### config.mk
export PLATFORM = sky130hd
export DESIGN_NAME = lru_key_value_cache_flat
export DESIGN_NICKNAME = d
export VERILOG_FILES = /design/src/hw/rtl/lkvc_pkg.sv /design/src/hw/rtl/lkvc_req_if.sv /design/src/hw/rtl/lru_key_value_cache.sv /design/src/hw/rtl/lkvc_cell.sv /design/src/flat_wrapper.sv
export SDC_FILE = /design/constraint.sdc
export NUM_CORES = 1
export LEC_CHECK = 0
export BUFFER_PORTS_ARGS = -buffer_cell sky130_fd_sc_hd__buf_2
export CAP_MARGIN = 20
export CORE_AREA = 10 10 354 390
export CTS_BUF_LIST = sky130_fd_sc_hd__clkbuf_4 sky130_fd_sc_hd__clkbuf_8
export CTS_CLUSTER_SIZE = 16
export DETAILED_ROUTE_END_ITERATION = 6
export DIE_AREA = 0 0 364 400
export HOLD_SLACK_MARGIN = 0.08
export PLACE_DENSITY = 0.56
export SYNTH_ARGS = -nofsm -noshare
export SYNTH_HDL_FRONTEND = slang
export SYNTH_SLANG_ARGS = --single-unit
### constraint.sdc
create_clock -name clk -period 13.6 [get_ports clk]
set_input_delay 0.68 -clock clk [delete_from_list [all_inputs] [get_ports clk]]
set_output_delay 0.68 -clock clk [all_outputs]
set_load 0.02 [all_outputs]
### src/hw/rtl/lkvc_pkg.sv
// Package for the LRU key/value cache: widths, codes, reset values and
// the control struct shared by the top level and the entry cells.
// No dependencies.
`default_nettype none

package lkvc_pkg;

    // Defaults for the top-level parameters
    localparam int DEPTH_DEF     = 16;
    localparam int KEY_WIDTH_DEF = 32;

    // Fixed payload widths
    localparam int DATA_W    = 32;
    localparam int CFG_CAP_W = 5;
    localparam int APB_DW    = 32;
    localparam int APB_AW    = 3;

    // Operation codes
    localparam logic FUNC_GET = 1'b0;
    localparam logic FUNC_PUT = 1'b1;

    // Register map: register index taken from paddr[2]
    localparam logic REG_CAPACITY = 1'b0;

    // Reset and result constants
    localparam logic [CFG_CAP_W-1:0] CAP_RESET  = 5'd16;
    localparam logic [DATA_W-1:0]    MISS_VALUE = '1;
    localparam logic [DATA_W-1:0]    PUT_VALUE  = '0;

    // Control broadcast from the top level to every cell in the update cycle
    typedef struct packed {
        logic update_en;
        logic lookup_hit;
        logic is_put;
        logic full;
    } lkvc_ctrl_t;

endpackage : lkvc_pkg

`default_nettype wire

### src/hw/rtl/lkvc_req_if.sv
// Request and response channel interfaces for the LRU key/value cache.
// Depends on lkvc_pkg.
`default_nettype none

interface lkvc_req_if;
    import lkvc_pkg::*;

    logic                     valid;
    logic                     ready;
    logic                     func;
    logic signed [DATA_W-1:0] key;
    logic signed [DATA_W-1:0] write_value;

    modport source (output valid, output func, output key, output write_value, input ready);
    modport sink   (input valid, input func, input key, input write_value, output ready);
endinterface : lkvc_req_if

interface lkvc_rsp_if;
    import lkvc_pkg::*;

    logic                     valid;
    logic                     ready;
    logic                     hit;
    logic signed [DATA_W-1:0] read_value;

    modport source (output valid, output hit, output read_value, input ready);
    modport sink   (input valid, input hit, input read_value, output ready);
endinterface : lkvc_rsp_if

`default_nettype wire

### src/hw/rtl/lru_key_value_cache.sv
// Top level of the LRU key/value cache: APB register, sequencer, output
// register and the row of entry cells. Depends on lkvc_pkg, lkvc_req_if,
// lkvc_rsp_if and lkvc_cell.
//
// Usage:
//   req (valid/ready): one transaction per operation, func 0 = get, 1 = put.
//   rsp (valid/ready): exactly one transaction per request, in order; hit
//   flags a key present before the operation, read_value is the stored value
//   for a get hit, all ones for a get miss and zero for a put.
//   APB: capacity_in_use at byte address 0; the user writes it only while the cache is idle (unchecked).
// Timing: the request is compared against every cell in its accept cycle,
//   then, in the update state once rsp is free, the cells update and the
//   result is registered; rsp shows it from the output register. The cache
//   takes no new request until the update is done.
// Reset: all entries invalid, fill count zero, capacity 16.
// Stall: a result waits in the output register while the next request is
//   taken; that request then holds in its update cycle until rsp frees.
`default_nettype none

module lru_key_value_cache #(
    parameter int DEPTH     = lkvc_pkg::DEPTH_DEF,
    parameter int KEY_WIDTH = lkvc_pkg::KEY_WIDTH_DEF
) (
    input  wire logic                        clk,
    input  wire logic                        rst_n,
    input  wire logic                        psel,
    input  wire logic                        penable,
    input  wire logic                        pwrite,
    input  wire logic [lkvc_pkg::APB_AW-1:0] paddr,
    input  wire logic [lkvc_pkg::APB_DW-1:0] pwdata,
    output logic      [lkvc_pkg::APB_DW-1:0] prdata,
    output logic                             pready,
    lkvc_req_if.sink                         req,
    lkvc_rsp_if.source                       rsp
);
    import lkvc_pkg::*;

    localparam int KEY_W  = (KEY_WIDTH < DATA_W) ? KEY_WIDTH : DATA_W;
    localparam int RANK_W = (DEPTH > 1) ? $clog2(DEPTH) : 1;
    localparam int CNT_W  = $clog2(DEPTH + 1);
    localparam int CMP_W  = (CNT_W > CFG_CAP_W) ? CNT_W : CFG_CAP_W;

    localparam logic ST_IDLE   = 1'b0;
    localparam logic ST_UPDATE = 1'b1;

    logic                 state_reg, state_next;
    logic [CFG_CAP_W-1:0] cap_reg;
    logic [CNT_W-1:0]     used_reg, used_next;
    logic                 func_reg;
    logic [KEY_W-1:0]     key_reg;
    logic [DATA_W-1:0]    wv_reg;
    logic                 rsp_valid_reg, rsp_valid_next;
    logic                 rsp_hit_reg;
    logic [DATA_W-1:0]    rsp_value_reg;

    logic                 accept;
    logic                 fire;
    logic [CNT_W-1:0]     cap_eff;
    logic [RANK_W-1:0]    cap_m1;
    logic                 full;
    logic                 cfg_wr;
    lkvc_ctrl_t           ctrl;
    logic [DATA_W-1:0]    result_value;

    logic [DEPTH:0]                 chain_hit;
    logic [DEPTH:0][RANK_W-1:0]     chain_rank;
    logic [DEPTH:0][DATA_W-1:0]     chain_value;
    logic [DEPTH:0]                 chain_slot;

    // Configuration port
    assign pready = 1'b1;
    assign cfg_wr = psel && penable && pwrite && (paddr[2] == REG_CAPACITY);
    assign prdata = (paddr[2] == REG_CAPACITY) ? APB_DW'(cap_reg) : '0;

    always_ff @(posedge clk or negedge rst_n)
    begin
        if (!rst_n)
        begin
            cap_reg <= CAP_RESET;
        end
        else if (cfg_wr)
        begin
            cap_reg <= pwdata[CFG_CAP_W-1:0];
        end
    end

    // Effective capacity, clamped to 1..DEPTH
    always_comb
    begin
        if (cap_reg == '0)
        begin
            cap_eff = CNT_W'(1);
        end
        else if (CMP_W'(cap_reg) > CMP_W'(DEPTH))
        begin
            cap_eff = CNT_W'(DEPTH);
        end
        else
        begin
            cap_eff = CNT_W'(cap_reg);
        end
    end

    assign cap_m1 = RANK_W'(cap_eff - 1'b1);
    assign full   = (used_reg >= cap_eff);

    // Handshake and sequencing
    assign req.ready = (state_reg == ST_IDLE);
    assign accept    = req.valid && req.ready;
    assign fire      = (state_reg == ST_UPDATE) && (!rsp_valid_reg || rsp.ready);

    always_comb
    begin
        state_next = state_reg;
        unique case (state_reg)
            ST_IDLE:   if (accept) state_next = ST_UPDATE;
            ST_UPDATE: if (fire)   state_next = ST_IDLE;
            default:   state_next = ST_IDLE;
        endcase
    end

    // Broadcast control for the update cycle
    assign ctrl.update_en  = fire;
    assign ctrl.lookup_hit = chain_hit[DEPTH];
    assign ctrl.is_put     = (func_reg == FUNC_PUT);
    assign ctrl.full       = full;

    // Fill count
    always_comb
    begin
        used_next = used_reg;
        if (fire && !ctrl.lookup_hit && ctrl.is_put)
        begin
            used_next = full ? cap_eff : used_reg + 1'b1;
        end
    end

    // Result value
    always_comb
    begin
        if (ctrl.is_put)
        begin
            result_value = PUT_VALUE;
        end
        else if (ctrl.lookup_hit)
        begin
            result_value = chain_value[DEPTH];
        end
        else
        begin
            result_value = MISS_VALUE;
        end
    end

    always_comb
    begin
        rsp_valid_next = rsp_valid_reg;
        if (fire)
        begin
            rsp_valid_next = 1'b1;
        end
        else if (rsp.ready)
        begin
            rsp_valid_next = 1'b0;
        end
    end

    // Control registers
    always_ff @(posedge clk or negedge rst_n)
    begin
        if (!rst_n)
        begin
            state_reg     <= ST_IDLE;
            used_reg      <= '0;
            rsp_valid_reg <= 1'b0;
        end
        else
        begin
            state_reg     <= state_next;
            used_reg      <= used_next;
            rsp_valid_reg <= rsp_valid_next;
        end
    end

    // Request and result payload
    always_ff @(posedge clk)
    begin
        if (accept)
        begin
            func_reg <= req.func;
            key_reg  <= req.key[KEY_W-1:0];
            wv_reg   <= req.write_value;
        end
        if (fire)
        begin
            rsp_hit_reg   <= ctrl.lookup_hit;
            rsp_value_reg <= result_value;
        end
    end

    assign rsp.valid      = rsp_valid_reg;
    assign rsp.hit        = rsp_hit_reg;
    assign rsp.read_value = rsp_value_reg;

    // Row of entry cells
    assign chain_hit[0]   = 1'b0;
    assign chain_rank[0]  = '0;
    assign chain_value[0] = '0;
    assign chain_slot[0]  = 1'b0;

    for (genvar i = 0; i < DEPTH; i++)
    begin : g_cell
        lkvc_cell #(
            .KEY_W  (KEY_W),
            .RANK_W (RANK_W)
        ) u_cell (
            .clk           (clk),
            .rst_n         (rst_n),
            .lookup_en     (accept),
            .lookup_key    (req.key[KEY_W-1:0]),
            .ctrl          (ctrl),
            .wr_key        (key_reg),
            .wr_value      (wv_reg),
            .cap_m1        (cap_m1),
            .hit_rank      (chain_rank[DEPTH]),
            .chain_hit_i   (chain_hit[i]),
            .chain_rank_i  (chain_rank[i]),
            .chain_value_i (chain_value[i]),
            .chain_slot_i  (chain_slot[i]),
            .chain_hit_o   (chain_hit[i+1]),
            .chain_rank_o  (chain_rank[i+1]),
            .chain_value_o (chain_value[i+1]),
            .chain_slot_o  (chain_slot[i+1])
        );
    end

endmodule : lru_key_value_cache

`default_nettype wire

### src/hw/rtl/lkvc_cell.sv
// One entry of the LRU cache: key, value, valid flag and recency rank,
// plus its link in the hit / free-slot chain. Depends on lkvc_pkg.
`default_nettype none

module lkvc_cell #(
    parameter int KEY_W  = 32,
    parameter int RANK_W = 4
) (
    input  wire logic                      clk,
    input  wire logic                      rst_n,
    // lookup cycle
    input  wire logic                      lookup_en,
    input  wire logic [KEY_W-1:0]          lookup_key,
    // update cycle
    input  wire lkvc_pkg::lkvc_ctrl_t      ctrl,
    input  wire logic [KEY_W-1:0]          wr_key,
    input  wire logic [lkvc_pkg::DATA_W-1:0] wr_value,
    input  wire logic [RANK_W-1:0]         cap_m1,
    input  wire logic [RANK_W-1:0]         hit_rank,
    // chain from the previous cell
    input  wire logic                      chain_hit_i,
    input  wire logic [RANK_W-1:0]         chain_rank_i,
    input  wire logic [lkvc_pkg::DATA_W-1:0] chain_value_i,
    input  wire logic                      chain_slot_i,
    // chain to the next cell
    output logic                           chain_hit_o,
    output logic [RANK_W-1:0]              chain_rank_o,
    output logic [lkvc_pkg::DATA_W-1:0]    chain_value_o,
    output logic                           chain_slot_o
);
    import lkvc_pkg::*;

    logic              valid_reg, valid_next;
    logic [RANK_W-1:0] rank_reg, rank_next;
    logic              match_reg, match_next;
    logic [KEY_W-1:0]  key_reg, key_next;
    logic [DATA_W-1:0] value_reg, value_next;
    logic              evict;
    logic              free;
    logic              take_slot;

    // Hit chain: at most one cell matches, so OR-ing is a select
    assign chain_hit_o   = chain_hit_i | match_reg;
    assign chain_rank_o  = chain_rank_i | (match_reg ? rank_reg : '0);
    assign chain_value_o = chain_value_i | (match_reg ? value_reg : '0);

    // Free-slot chain: first free cell after eviction takes the new entry
    assign evict        = valid_reg && ctrl.full && (rank_reg >= cap_m1);
    assign free         = !valid_reg || evict;
    assign take_slot    = free && !chain_slot_i;
    assign chain_slot_o = chain_slot_i | free;

    // Next state
    always_comb
    begin
        valid_next = valid_reg;
        rank_next  = rank_reg;
        key_next   = key_reg;
        value_next = value_reg;
        match_next = match_reg;

        if (lookup_en)
        begin
            match_next = valid_reg && (key_reg == lookup_key);
        end

        if (ctrl.update_en)
        begin
            if (ctrl.lookup_hit)
            begin
                if (match_reg)
                begin
                    rank_next = '0;
                    if (ctrl.is_put)
                    begin
                        value_next = wr_value;
                    end
                end
                else if (valid_reg && (rank_reg < hit_rank))
                begin
                    rank_next = rank_reg + 1'b1;
                end
            end
            else if (ctrl.is_put)
            begin
                if (take_slot)
                begin
                    valid_next = 1'b1;
                    rank_next  = '0;
                    key_next   = wr_key;
                    value_next = wr_value;
                end
                else if (evict)
                begin
                    valid_next = 1'b0;
                    rank_next  = '0;
                end
                else if (valid_reg)
                begin
                    rank_next = rank_reg + 1'b1;
                end
            end
        end
    end

    // Control state
    always_ff @(posedge clk or negedge rst_n)
    begin
        if (!rst_n)
        begin
            valid_reg <= 1'b0;
            rank_reg  <= '0;
            match_reg <= 1'b0;
        end
        else
        begin
            valid_reg <= valid_next;
            rank_reg  <= rank_next;
            match_reg <= match_next;
        end
    end

    // Payload
    always_ff @(posedge clk)
    begin
        key_reg   <= key_next;
        value_reg <= value_next;
    end

endmodule : lkvc_cell

`default_nettype wire

### src/flat_wrapper.sv
// flat-port wrapper written by rule: the top's interface ports become plain ports
module lru_key_value_cache_flat import lkvc_pkg::*;
#(
    parameter int DEPTH     = lkvc_pkg::DEPTH_DEF,
    parameter int KEY_WIDTH = lkvc_pkg::KEY_WIDTH_DEF
)
  (clk, rst_n, psel, penable, pwrite, paddr, pwdata, prdata, pready, req_valid, req_func, req_key, req_write_value, req_ready, rsp_valid, rsp_hit, rsp_read_value, rsp_ready);
  lkvc_req_if req_i ();
  lkvc_rsp_if rsp_i ();
  input  wire logic clk;
  input  wire logic rst_n;
  input  wire logic psel;
  input  wire logic penable;
  input  wire logic pwrite;
  input  wire logic [lkvc_pkg::APB_AW-1:0] paddr;
  input  wire logic [lkvc_pkg::APB_DW-1:0] pwdata;
  output logic      [lkvc_pkg::APB_DW-1:0] prdata;
  output logic pready;
  input wire logic [$bits(req_i.valid)-1:0] req_valid;
  input wire logic [$bits(req_i.func)-1:0] req_func;
  input wire logic [$bits(req_i.key)-1:0] req_key;
  input wire logic [$bits(req_i.write_value)-1:0] req_write_value;
  output wire logic [$bits(req_i.ready)-1:0] req_ready;
  output wire logic [$bits(rsp_i.valid)-1:0] rsp_valid;
  output wire logic [$bits(rsp_i.hit)-1:0] rsp_hit;
  output wire logic [$bits(rsp_i.read_value)-1:0] rsp_read_value;
  input wire logic [$bits(rsp_i.ready)-1:0] rsp_ready;
  assign req_i.valid = req_valid;
  assign req_i.func = req_func;
  assign req_i.key = req_key;
  assign req_i.write_value = req_write_value;
  assign req_ready = req_i.ready;
  assign rsp_valid = rsp_i.valid;
  assign rsp_hit = rsp_i.hit;
  assign rsp_read_value = rsp_i.read_value;
  assign rsp_i.ready = rsp_ready;
  lru_key_value_cache #(.DEPTH(DEPTH), .KEY_WIDTH(KEY_WIDTH)) u_core (.clk(clk), .rst_n(rst_n), .psel(psel), .penable(penable), .pwrite(pwrite), .paddr(paddr), .pwdata(pwdata), .prdata(prdata), .pready(pready), .req(req_i), .rsp(rsp_i));
endmodule
== Word-level counts from Yosys, hierarchy flattened ==
Index checks and enable logic that the tools add are counted.
Storage, ports and cells
  bits in registers: 1230
  latch bits: 0
  RAM bits: 0
  memory bits (read-only): 0
  bits of input ports: 107
  output and inout port bits: 68
  logic and storage cells: 769
  memories kept: 0
Cells by class
  $add $sub $neg: 18
  multipliers: 0
  divide/modulo/power cells: 0
  order comparisons: 34
  equality and inequality tests: 64
  shift-type cells: 0
  multiplexer cells: 251
  bitwise logic cells: 62
  reductions and logical operators: 251
Operator list (number)
  32-bit 2-to-1 mux: 82
  32-bit == test: 16
  4-bit 2-to-1 mux: 128
  32-bit bitwise OR: 15
  4-bit AND reduction: 48
  1-bit logical AND: 86
  5-bit AND reduction: 16
  2-bit nonzero test: 34
  4-bit by 1-bit adder with 4-bit output (second input constant): 16
  4-bit greater-or-equal comparator: 16
  4-bit less-than comparator: 16
  2-bit by 1-bit inequality test with 1-bit output (second input constant): 32
  4-bit nonzero test: 16
  4-bit bitwise OR: 15
  3-bit by 1-bit inequality test with 1-bit output (second input constant): 16
  1-bit 2-to-1 mux: 36
  1-bit logical NOT: 33
  1-bit bitwise OR: 29
  5-bit 2-to-1 mux: 4
  1-bit logical OR: 17
  5-bit by 1-bit adder with 5-bit output (second input constant): 1
  5-bit greater-or-equal comparator: 1
  5-bit > comparator (second input constant): 1
  5-bit logical NOT: 1
  3 further kinds: 5

== Depth between registers and ports, before layout ==
Gate-level depths: netlist (run 1).
  depth after elaboration: 26
  gate-level depth with buffers: 15

== Hierarchy ==
From an unflattened synthesis (run 1), not the netlist that was laid out.
Second synthesis, totals
  cell total of the unflattened synthesis: 3713
  area, all modules: 54609.9 um^2
By module, submodules not included
  lkvc_cell: instances 16, cells an instance 214, area each 3141.8 um^2, sequential area each 2072.0 um^2
  lru_key_value_cache: instances 1, cells an instance 289, area each 4341.7 um^2, sequential area each 3244.4 um^2

== Worst setup path before layout (run 1) ==
Ideal clock, no wire load.
  kind: flip-flop to flip-flop
  start point: register u_core.cap_reg[3]
  end point: register u_core.g_cell[12].u_cell.value_reg[0] (enable)
  setup time: 388 ps
  arrival: 10289 ps
  required time: 13212 ps
  path slack: 2923 ps
  stages on the path, launching flop included: 14
  cell sequence: dfrtp_1 nor3_1 o21ai_0 ha_1 xor2_1 ha_1 a21o_1 a31oi_1 a21oi_1 o311ai_2 a41oi_4 buf_4 a2111oi_0 a21o_1
On the way
  longest elaborated chain between the ends: 22
  elaborated cells on any way between the ends: 73
RTL lines
  start, declared: line lru_key_value_cache.sv:47  | logic [CFG_CAP_W-1:0] cap_reg;
  start signal, assigned: line lru_key_value_cache.sv:83  | cap_reg <= pwdata[CFG_CAP_W-1:0];
  5-bit > comparator: line lru_key_value_cache.sv:94  | else if (CMP_W'(cap_reg) > CMP_W'(DEPTH))
  5-bit 2-to-1 mux: line lru_key_value_cache.sv:94
  5-bit 2-to-1 mux (*): line lru_key_value_cache.sv:90  | if (cap_reg == '0)
  4-bit by 1-bit subtractor with 4-bit output or 5-bit greater-or-equal comparator (tied branches): line lru_key_value_cache.sv:104, lru_key_value_cache.sv:105
  4-bit greater-or-equal comparator or 1-bit logical AND (tied branches): line lkvc_cell.sv:48  | assign evict = valid_reg && ctrl.full && (rank_reg >= cap_m1);
  1-bit logical AND: line lkvc_cell.sv:48
  1-bit logical OR: line lkvc_cell.sv:49  | assign free = !valid_reg || evict;
  1-bit bitwise OR (11 in series): line lkvc_cell.sv:51  | assign chain_slot_o = chain_slot_i | free;
  1-bit logical NOT: line lkvc_cell.sv:50  | assign take_slot = free && !chain_slot_i;
  1-bit logical AND (*): line lkvc_cell.sv:50
  2-bit nonzero test (no source line) (*)
  5-bit AND reduction (no source line) (*)
  end signal, assigned: line lkvc_cell.sv:127  | value_reg <= value_next;
  end, declared: line lkvc_cell.sv:37  | logic [DATA_W-1:0] value_reg, value_next;
Mark *: on every way between the ends. The rest lies on a longest branch, timed or not.
A chain may end at the register's enable or synchronous reset.

== Worst setup path in the final report (run 1) ==
  start point: register u_core.cap_reg[4]
  end point: register u_core.g_cell[14].u_cell.value_reg[14] (enable)
On the way
  longest elaborated chain between the ends: 24
  elaborated cells on any way between the ends: 83
RTL lines (line)
  5-bit > comparator: lru_key_value_cache.sv:94
  5-bit 2-to-1 mux: lru_key_value_cache.sv:94
  5-bit 2-to-1 mux (*): lru_key_value_cache.sv:90
  4-bit by 1-bit subtractor with 4-bit output or 5-bit greater-or-equal comparator (tied branches): lru_key_value_cache.sv:104, lru_key_value_cache.sv:105
  4-bit greater-or-equal comparator or 1-bit logical AND (tied branches): lkvc_cell.sv:48
  1-bit logical AND: lkvc_cell.sv:48
  1-bit logical OR: lkvc_cell.sv:49
  1-bit bitwise OR (13 in series): lkvc_cell.sv:51
  1-bit logical NOT: lkvc_cell.sv:50
  1-bit logical AND (*): lkvc_cell.sv:50
  2-bit nonzero test (no source line) (*)
  5-bit AND reduction (no source line) (*)
  end signal, assigned: lkvc_cell.sv:127
  end, declared: lkvc_cell.sv:37
Marked as above.

==> results of run 1 <==
area by class of cell:
type / count / area, um2 / area share (%)
multi-input combinational: 1908 / 14500 / 24.5
timing repair buffer: 244 / 1720 / 2.91
sequential: 1230 / 36400 / 61.7
clock inverter: 87 / 678 / 1.15
tap: 1692 / 2120 / 3.58
clock buffer: 285 / 3430 / 5.82
antenna: 2 / 5.00 / 0.00847
inverter: 52 / 198 / 0.335
repair_timing:
action | CTS | global route
setup endpoints to repair | 0 | 0
hold buffers | 41 | 0
endpoints found under the hold margin | 83 | 0
synthesized netlist by cell type, drive strengths merged (17+ instances only):
cell type	number
edfxtp	1122
xor2	369
xnor2	154
a22oi	150
clkbuf	129
ha	119
nor4	109
dfrtp	107
nor2	93
a22o	91
nand4	91
nand2	87
o21ai	85
a221oi	70
buf	66
nand3	55
inv	51
nor3	50
a21oi	48
a21o	27
and3	25
nor2b	25
a41oi	22
o21a	22
nand2b	21
a31oi	17
cells in the final DEF (no fill, tap or decap), drive strengths merged, types with 7 or more instances in the layout:
cell	synthesis	layout
conb	2	28
xnor2	154	154
xor2	369	369
a22oi	150	150
mux2	10	10
nor4	109	109
edfxtp	1122	1122
a21o	27	27
a21oi	48	48
nor2b	25	25
clkinv	1	71
a41oi	22	22
ha	119	119
nand4	91	91
nor3	50	50
a221oi	70	70
nand2	87	87
a31oi	17	17
and3	25	25
clkbuf	129	285
a22o	91	91
a211oi	10	10
nor2	93	93
dfrtp	107	107
o31ai	7	7
and2	13	13
buf	66	203
o21a	22	22
maj3	12	12
nand3	55	55
o31a	7	7
dlygate4sd3	0	41
inv	51	60
o211ai	12	12
nand2b	21	21
o21ai	85	85
or3	10	10
path summary, 6_finish.rpt:
path	to	cells past startpoint
hold reg to reg	u_core.used_reg[4]$_DFFE_PN0P_	2
max in group asynchronous	u_core.g_cell[8].u_cell.match_reg$_DFFE_PN0P_	3
min in group asynchronous	u_core.used_reg[1]$_DFFE_PN0P_	2
setup reg to reg	u_core.g_cell[14].u_cell.value_reg[14]$_DFFE_PP_	16
hold / removal	u_core.state_reg$_DFF_PN0_	4
setup / recovery	u_core.g_cell[14].u_cell.value_reg[14]$_DFFE_PP_	16
routing by layer:
layer | part of all wire, % | wire length, um
met2 | 50 | 80000
met1 | 41 | 66800
met4 | 3.0 | 4810
met5 | 0.0074 | 12
met3 | 6.0 | 9710
worst min-delay path, cell delays in order:
cell	delay, ps
buf_2	80
nand2_1	40
buf_4	210
o21ai_0	120
where the power goes:
part / leakage [nW] / internal [W] / switching [W]
Sequential: 11.5 / 0.00436 / 0.000240
Combinational: 6.41 / 0.000396 / 0.000765
Clock: 2.17 / 0.00175 / 0.00154
Total: 20.1 / 0.00650 / 0.00255
metrics by stage:
stage	util [%]	hold slack, ps	cell area [um2]	setup WS [ps]	total power, W
after floorplan	-	384	51700	2920	0.00533
after global placement	41.9	534	54400	7130	0.00578
after detailed placement	41.9	542	54500	7060	0.00581
after CTS	45.4	145	59000	7040	0.00909
after global routing	45.5	209	59100	6770	0.00941
final	45.5	232	59100	7030	0.00905
cells by family (layout without fill, tap and decap cells):
family | after synthesis | in the layout | share of synthesized area [%]
flops | 1230 | 1230 | 70.5
compound gates | 611 | 611 | 8.89
xor+xnor | 523 | 523 | 8.87
simple gates | 599 | 599 | 6.26
other cells | 2 | 30 | 0.0145
fa+ha+maj | 131 | 131 | 3.12
mux | 16 | 16 | 0.334
buf+inv | 247 | 668 | 2.01
==> metrics.txt, run 1 <==
vias in the first global route=31300; final std cells w/o fill=5500; Final Hold Fails=0; slowest stage delay, CP=900 ps; RSZ-0062 raised after global routing=no; DRT iter0 DRCs=3049; Crit Reg-Reg Startpoint=u_core.cap_reg[4]$_DFFE_PN1P_; # IOs=175; placed insts=5082; Buf+Inv Stages, Crit Path=4; Post-CTS Repair Setup Buffers=0; Worst-Margin Slew=1230 ps; Relative slew margins=17.8%; GRT Total Usage=21.9%; P_leak=20.1 nW; Worst VDD drop=0.0000938 V; Routed wire per std cell=29.3 um; Layout Nets=3863; outcome=finished, final reports clean; TritonCTS clock tree=yes; clk_skew=55.6 ps; Vias=31300; synthesis warning total=0; CTS H-Tree Depth=4; top cell family by delay on the critical path=compound AO/OA/AOI/OAI gates; HP Class=input pin to flop; met1 Usage GRT=28.2%; setup_tns=0 ps; worst-path cell chain=inv_1 -> o21ai_2 -> buf_4 -> ha_1 -> ha_1 -> nand2_1 -> o21ai_0 -> o41a_1 -> a31oi_1 -> o21ai_1 -> nor4_1 -> nand2_1 -> nor2_4 -> buf_4 -> a21o_2 -> buf_4; startpoint types=flop; antenna-violating nets left=0; fill count=11500; Power per Cell Area=153 mW/mm2; PortBufs=117; Worst path slowest cell=ha_1; first-pass GRT wire length=229000 um; initial antenna violation count=4; pin count of the biggest net entering global routing=65; Synth area leader=edfxtp_1; setup violators final=0; kind of critical path=flop to flop; Yosys reg bits=1230; Period minus WS final=6570 ps; Slew Limit Fails=0; async set-reset flop share out of synthesis=8.78%; Mapped Cells=3359; CTS root buf=clkbuf_8; grt peak-use layer=met2; HPWL after DPL=86700 um; clock buffer depth=3; area growth from synthesis to layout=14.4%; DRT Pass-1 Iters=5; Synth area leaders=edfxtp_1 65%, xor2_1 6.3%, dfrtp_1 5.2%, ha_1 2.9%, xnor2_1 2.6%; layout cells sized above 1=16.1%; arrival time at the worst endpoint=7120 ps; CP max FO=33; CP required=14150 ps; Crit path top cell by count=buf_4; CTS Buf Count=201; final period utilization=48.3%; grt met2 use=37.3%; Die X=364 um; DR vias/cell=5.68; cell area after synthesis=0.0516 mm2; Peak Freq=152 MHz; Worst Setup End Kind=flop; Critical Path Start=u_core.cap_reg[4]$_DFFE_PN1P_; ys flop type=edfxtp_1; Max-Cap Viols=0; GR Layer Usage met3=3.74%; DIE AREA=0.146 mm2; top cell type's share of synthesized area=65.3%; post-CTS sizing=0; drc violations=0; distinct cell type count after synthesis=80; standard-cell rows=139; Clock transition at path regs=60 ps; wirelength, routed=161000 um; Post-synth EDFFs=1122; post-synthesis sequential area ratio=70.5%; core box area=0.130 mm2; Post-Syn Area per Cell=15.4 um2; worst skew pair latency=960 ps; min-delay src=req_valid; die height=400 um; Initial Util=39.7%; GRT Residual Overflow=0; R2R Setup Slk=7030 ps; routability congestion estimate=0.839; Num Clock Sinks=1230
(Power assumes the default switching activity.)
==> inputs of run 2 (changes only) <==
--- a/config.mk
+++ b/config.mk
@@ -13,7 +13,7 @@
 export DETAILED_ROUTE_END_ITERATION = 6
 export DIE_AREA = 0 0 364 400
 export HOLD_SLACK_MARGIN = 0.08
-export PLACE_DENSITY = 0.56
+export PLACE_DENSITY = 0.58
 export SYNTH_ARGS = -nofsm -noshare
 export SYNTH_HDL_FRONTEND = slang
 export SYNTH_SLANG_ARGS = --single-unit
==> constraint.sdc (replaced) <==
create_clock -name clk -period 5.6 [get_ports clk]
set_input_delay 0.28 -clock clk [delete_from_list [all_inputs] [get_ports clk]]
set_output_delay 0.28 -clock clk [all_outputs]
set_load 0.02 [all_outputs]
==> run 2 against run 1 <==
Critical path depth shrank 1; global-route usage increased by 0.086 points; critical endpoint is now u_core.g_cell[11].u_cell.value_reg[24]$_DFFE_PP_; maximum frequency is 26% higher; sequential cell count did not move.
==> metrics.txt, run 2 (synthesized netlist as in run 1, its figures left out) <==
Num Clock Sinks=1230 (unchanged); Worst Setup End Kind=flop; top cell family by delay on the critical path=compound AO/OA/AOI/OAI gates; routability congestion estimate=0.901 (+7.5%); pin count of the biggest net entering global routing=64 (-1.5%); Worst-Margin Slew=1210 ps (-23.4 ps); Slew Limit Fails=0 (unchanged); Initial Util=39.7% (unchanged); Final Hold Fails=0 (unchanged); core box area=0.130 mm2 (unchanged); Post-CTS Repair Setup Buffers=0 (unchanged); CP required=6240 ps (-7910 ps); CTS Buf Count=198 (-1.5%); worst skew pair latency=970 ps (about the same); outcome=finished, final reports clean; first-pass GRT wire length=230000 um (+0.83%); CP max FO=17 (-48%); Power per Cell Area=364 mW/mm2 (+140%); DR vias/cell=5.71 (+0.52%); Worst path slowest cell=nor2_4; Crit Reg-Reg Startpoint=u_core.cap_reg[4]$_DFFE_PN1P_; sw power=0.00617 W (+140%); end-of-flow core utilization=46.1% (+0.68 points); Routed wire per std cell=29.0 um (-1.1%); final period utilization=93.0% (+45 points); wirelength, routed=162000 um (+0.28%); placement-stage cell area=0.0548 mm2 (+0.72%); standard-cell rows=139 (unchanged); DRT Pass-1 Iters=6 (+1); min-delay src=rsp_ready; area growth from synthesis to layout=16.1%; Clk pwr share=35.3% (-1.0 points); Worst VDD drop=0.000256 V (+170%); CTS H-Tree Depth=4 (unchanged); layout cells sized above 1=15.7% (-0.47 points); GRT Total Usage=22.0% (+0.086 points); arrival time at the worst endpoint=5840 ps (-1280 ps); WL met1=64500 um (-3.4%); GRT Residual Overflow=0 (unchanged); Vias=31800 (+1.9%); slowest stage delay, CP=720 ps (-180 ps); PortBufs=117 (unchanged); Peak Freq=192 MHz (+26%); met2 routed WL=79300 um (-0.88%); Clock transition at path regs=60 ps (about the same); Seq pwr share=51.3% (+0.5 points); clk_skew=79.8 ps (+24.2 ps); commonest non-fill, non-tap cell in the layout=edfxtp_1; RSZ-0062 raised after global routing=no; TritonCTS clock tree=yes; Critical Path Start=u_core.cap_reg[4]$_DFFE_PN1P_; Period minus WS final=5210 ps (-1370 ps); DIE AREA=0.146 mm2 (unchanged); CTS root buf=clkbuf_8; Die X=364 um (unchanged); drc violations=0 (unchanged); HP Class=input pin to flop; Buf+Inv Stages, Crit Path=3 (-1); Sw Ratio=28.3% (+0.16 points); Top Layer Used=met4; startpoint types=flop; die height=400 um (unchanged); setup violators final=0 (unchanged); antenna-violating nets left=0 (unchanged); Layout Nets=3951 (+2.3%); # IOs=175 (unchanged); Int Power=0.0156 W (+140%); WL met3=11900 um (+23%); initial antenna violation count=2 (-2); worst-path cell chain=inv_1 -> nand2_1 -> ha_1 -> xor2_2 -> buf_4 -> ha_1 -> a21oi_1 -> o21ai_0 -> o41a_1 -> a31oi_1 -> o21ai_1 -> nor3_2 -> a31oi_1 -> nor2_4 -> buf_12; Max-Cap Viols=0 (unchanged); vias in the first global route=32100 (+2.8%); kind of critical path=flop to flop; Finished Cell Area=0.0599 mm2 (+1.5%); Relative slew margins=19.4% (+1.6 points); clock buffer depth=3 (unchanged); HPWL after DPL=92900 um (+7.1%); P_leak=20.4 nW (+1.7%); commonest non-fill, non-tap cells in the layout=1122 x edfxtp_1, 368 x xor2_1, 201 x clkbuf_8, 154 x xnor2_1, 150 x a22oi_1; setup_tns=0 ps (unchanged); part of the power in combinational logic=13.5% (+0.7 points); DRT iter0 DRCs=3348 (+9.8%)
run 2: cell types whose count changed in the layout (fill, tap and decap cells not counted), moves of 2 or more:
cell           previous run  this run
dlygate4sd3_1            41       115
clkbuf_4                 78        63
clkinv_1                 47        53
buf_4                    83        85
clkbuf_8                207       201
inv_12                    5         3
buf_12                    1        15
run 2: power groups by stage:
| stage | Combinational [W] | Clock (W) | Sequential, W |
|---|---|---|---|
| 2_1_floorplan | 0.00186 | 0 | 0.0111 |
| 3_3_place_gp | 0.00277 | 0 | 0.0113 |
| 3_5_place_dp | 0.00283 | 0 | 0.0113 |
| 4_1_cts | 0.00292 | 0.00783 | 0.0112 |
| 5_1_grt | 0.00324 | 0.00824 | 0.0112 |
| 6_report | 0.00294 | 0.00769 | 0.0112 |
run 2: what timing repair did:
item | CTS | global route
hold buffers | 116 | 0
hold endpoints to repair | 151 | 0
resized for setup | 0 | 0
setup endpoints to repair | 0 | 0
run 2: worst paths after layout:
path                       depth (start not counted)  slack (ps)                                               end
setup reg to reg                                  15         390  u_core.g_cell[11].u_cell.value_reg[24]$_DFFE_PP_
max in group asynchronous                          4        4420                    u_core.used_reg[2]$_DFFE_PN0P_
min in group asynchronous                          3         480                     u_core.cap_reg[4]$_DFFE_PN1P_
hold reg to reg                                    2         500                      u_core.rsp.valid$_DFFE_PN0P_
hold / removal                                     4         180                      u_core.rsp.valid$_DFFE_PN0P_
setup / recovery                                  15         390  u_core.g_cell[11].u_cell.value_reg[24]$_DFFE_PP_
run 2: tightest hold or removal path, delay by kind of cell:
family | cells | cell delay [ps]
AND/OR/NAND/NOR | 2 | 220
buffers and inverters | 2 | 610
run 2: metrics by stage:
step	power [W]	hold WS (ps)	setup slack, ps	instances
floorplan	0.0130	-15.6	121	3385
global placement	0.0141	457	567	5098
detailed placement	0.0142	458	485	5101
CTS	0.0219	97.3	508	5573
global route	0.0227	125	227	5574
finish	0.0218	184	394	5574
run 2: cell type report:
type	instances	area, um2
Antenna cell	1	2.50
Clock buffer	264	3240
Clock inverter	92	669
Fill cell	11300	70000
Inverter	52	198
Multi-Input combinational cell	1908	14500
Sequential cell	1230	36400
Tap cell	1692	2120
Timing Repair Buffer	335	2780
run 2: routing by layer:
| layer | track usage [%] | up-vias |
|---|---|---|
| met5 | 0 | - |
| li1 | - | 13700 |
| met4 | 8.71 | 0 |
| met3 | 4.04 | 323 |
| met1 | 28.0 | 16300 |
| met2 | 37.0 | 1501 |
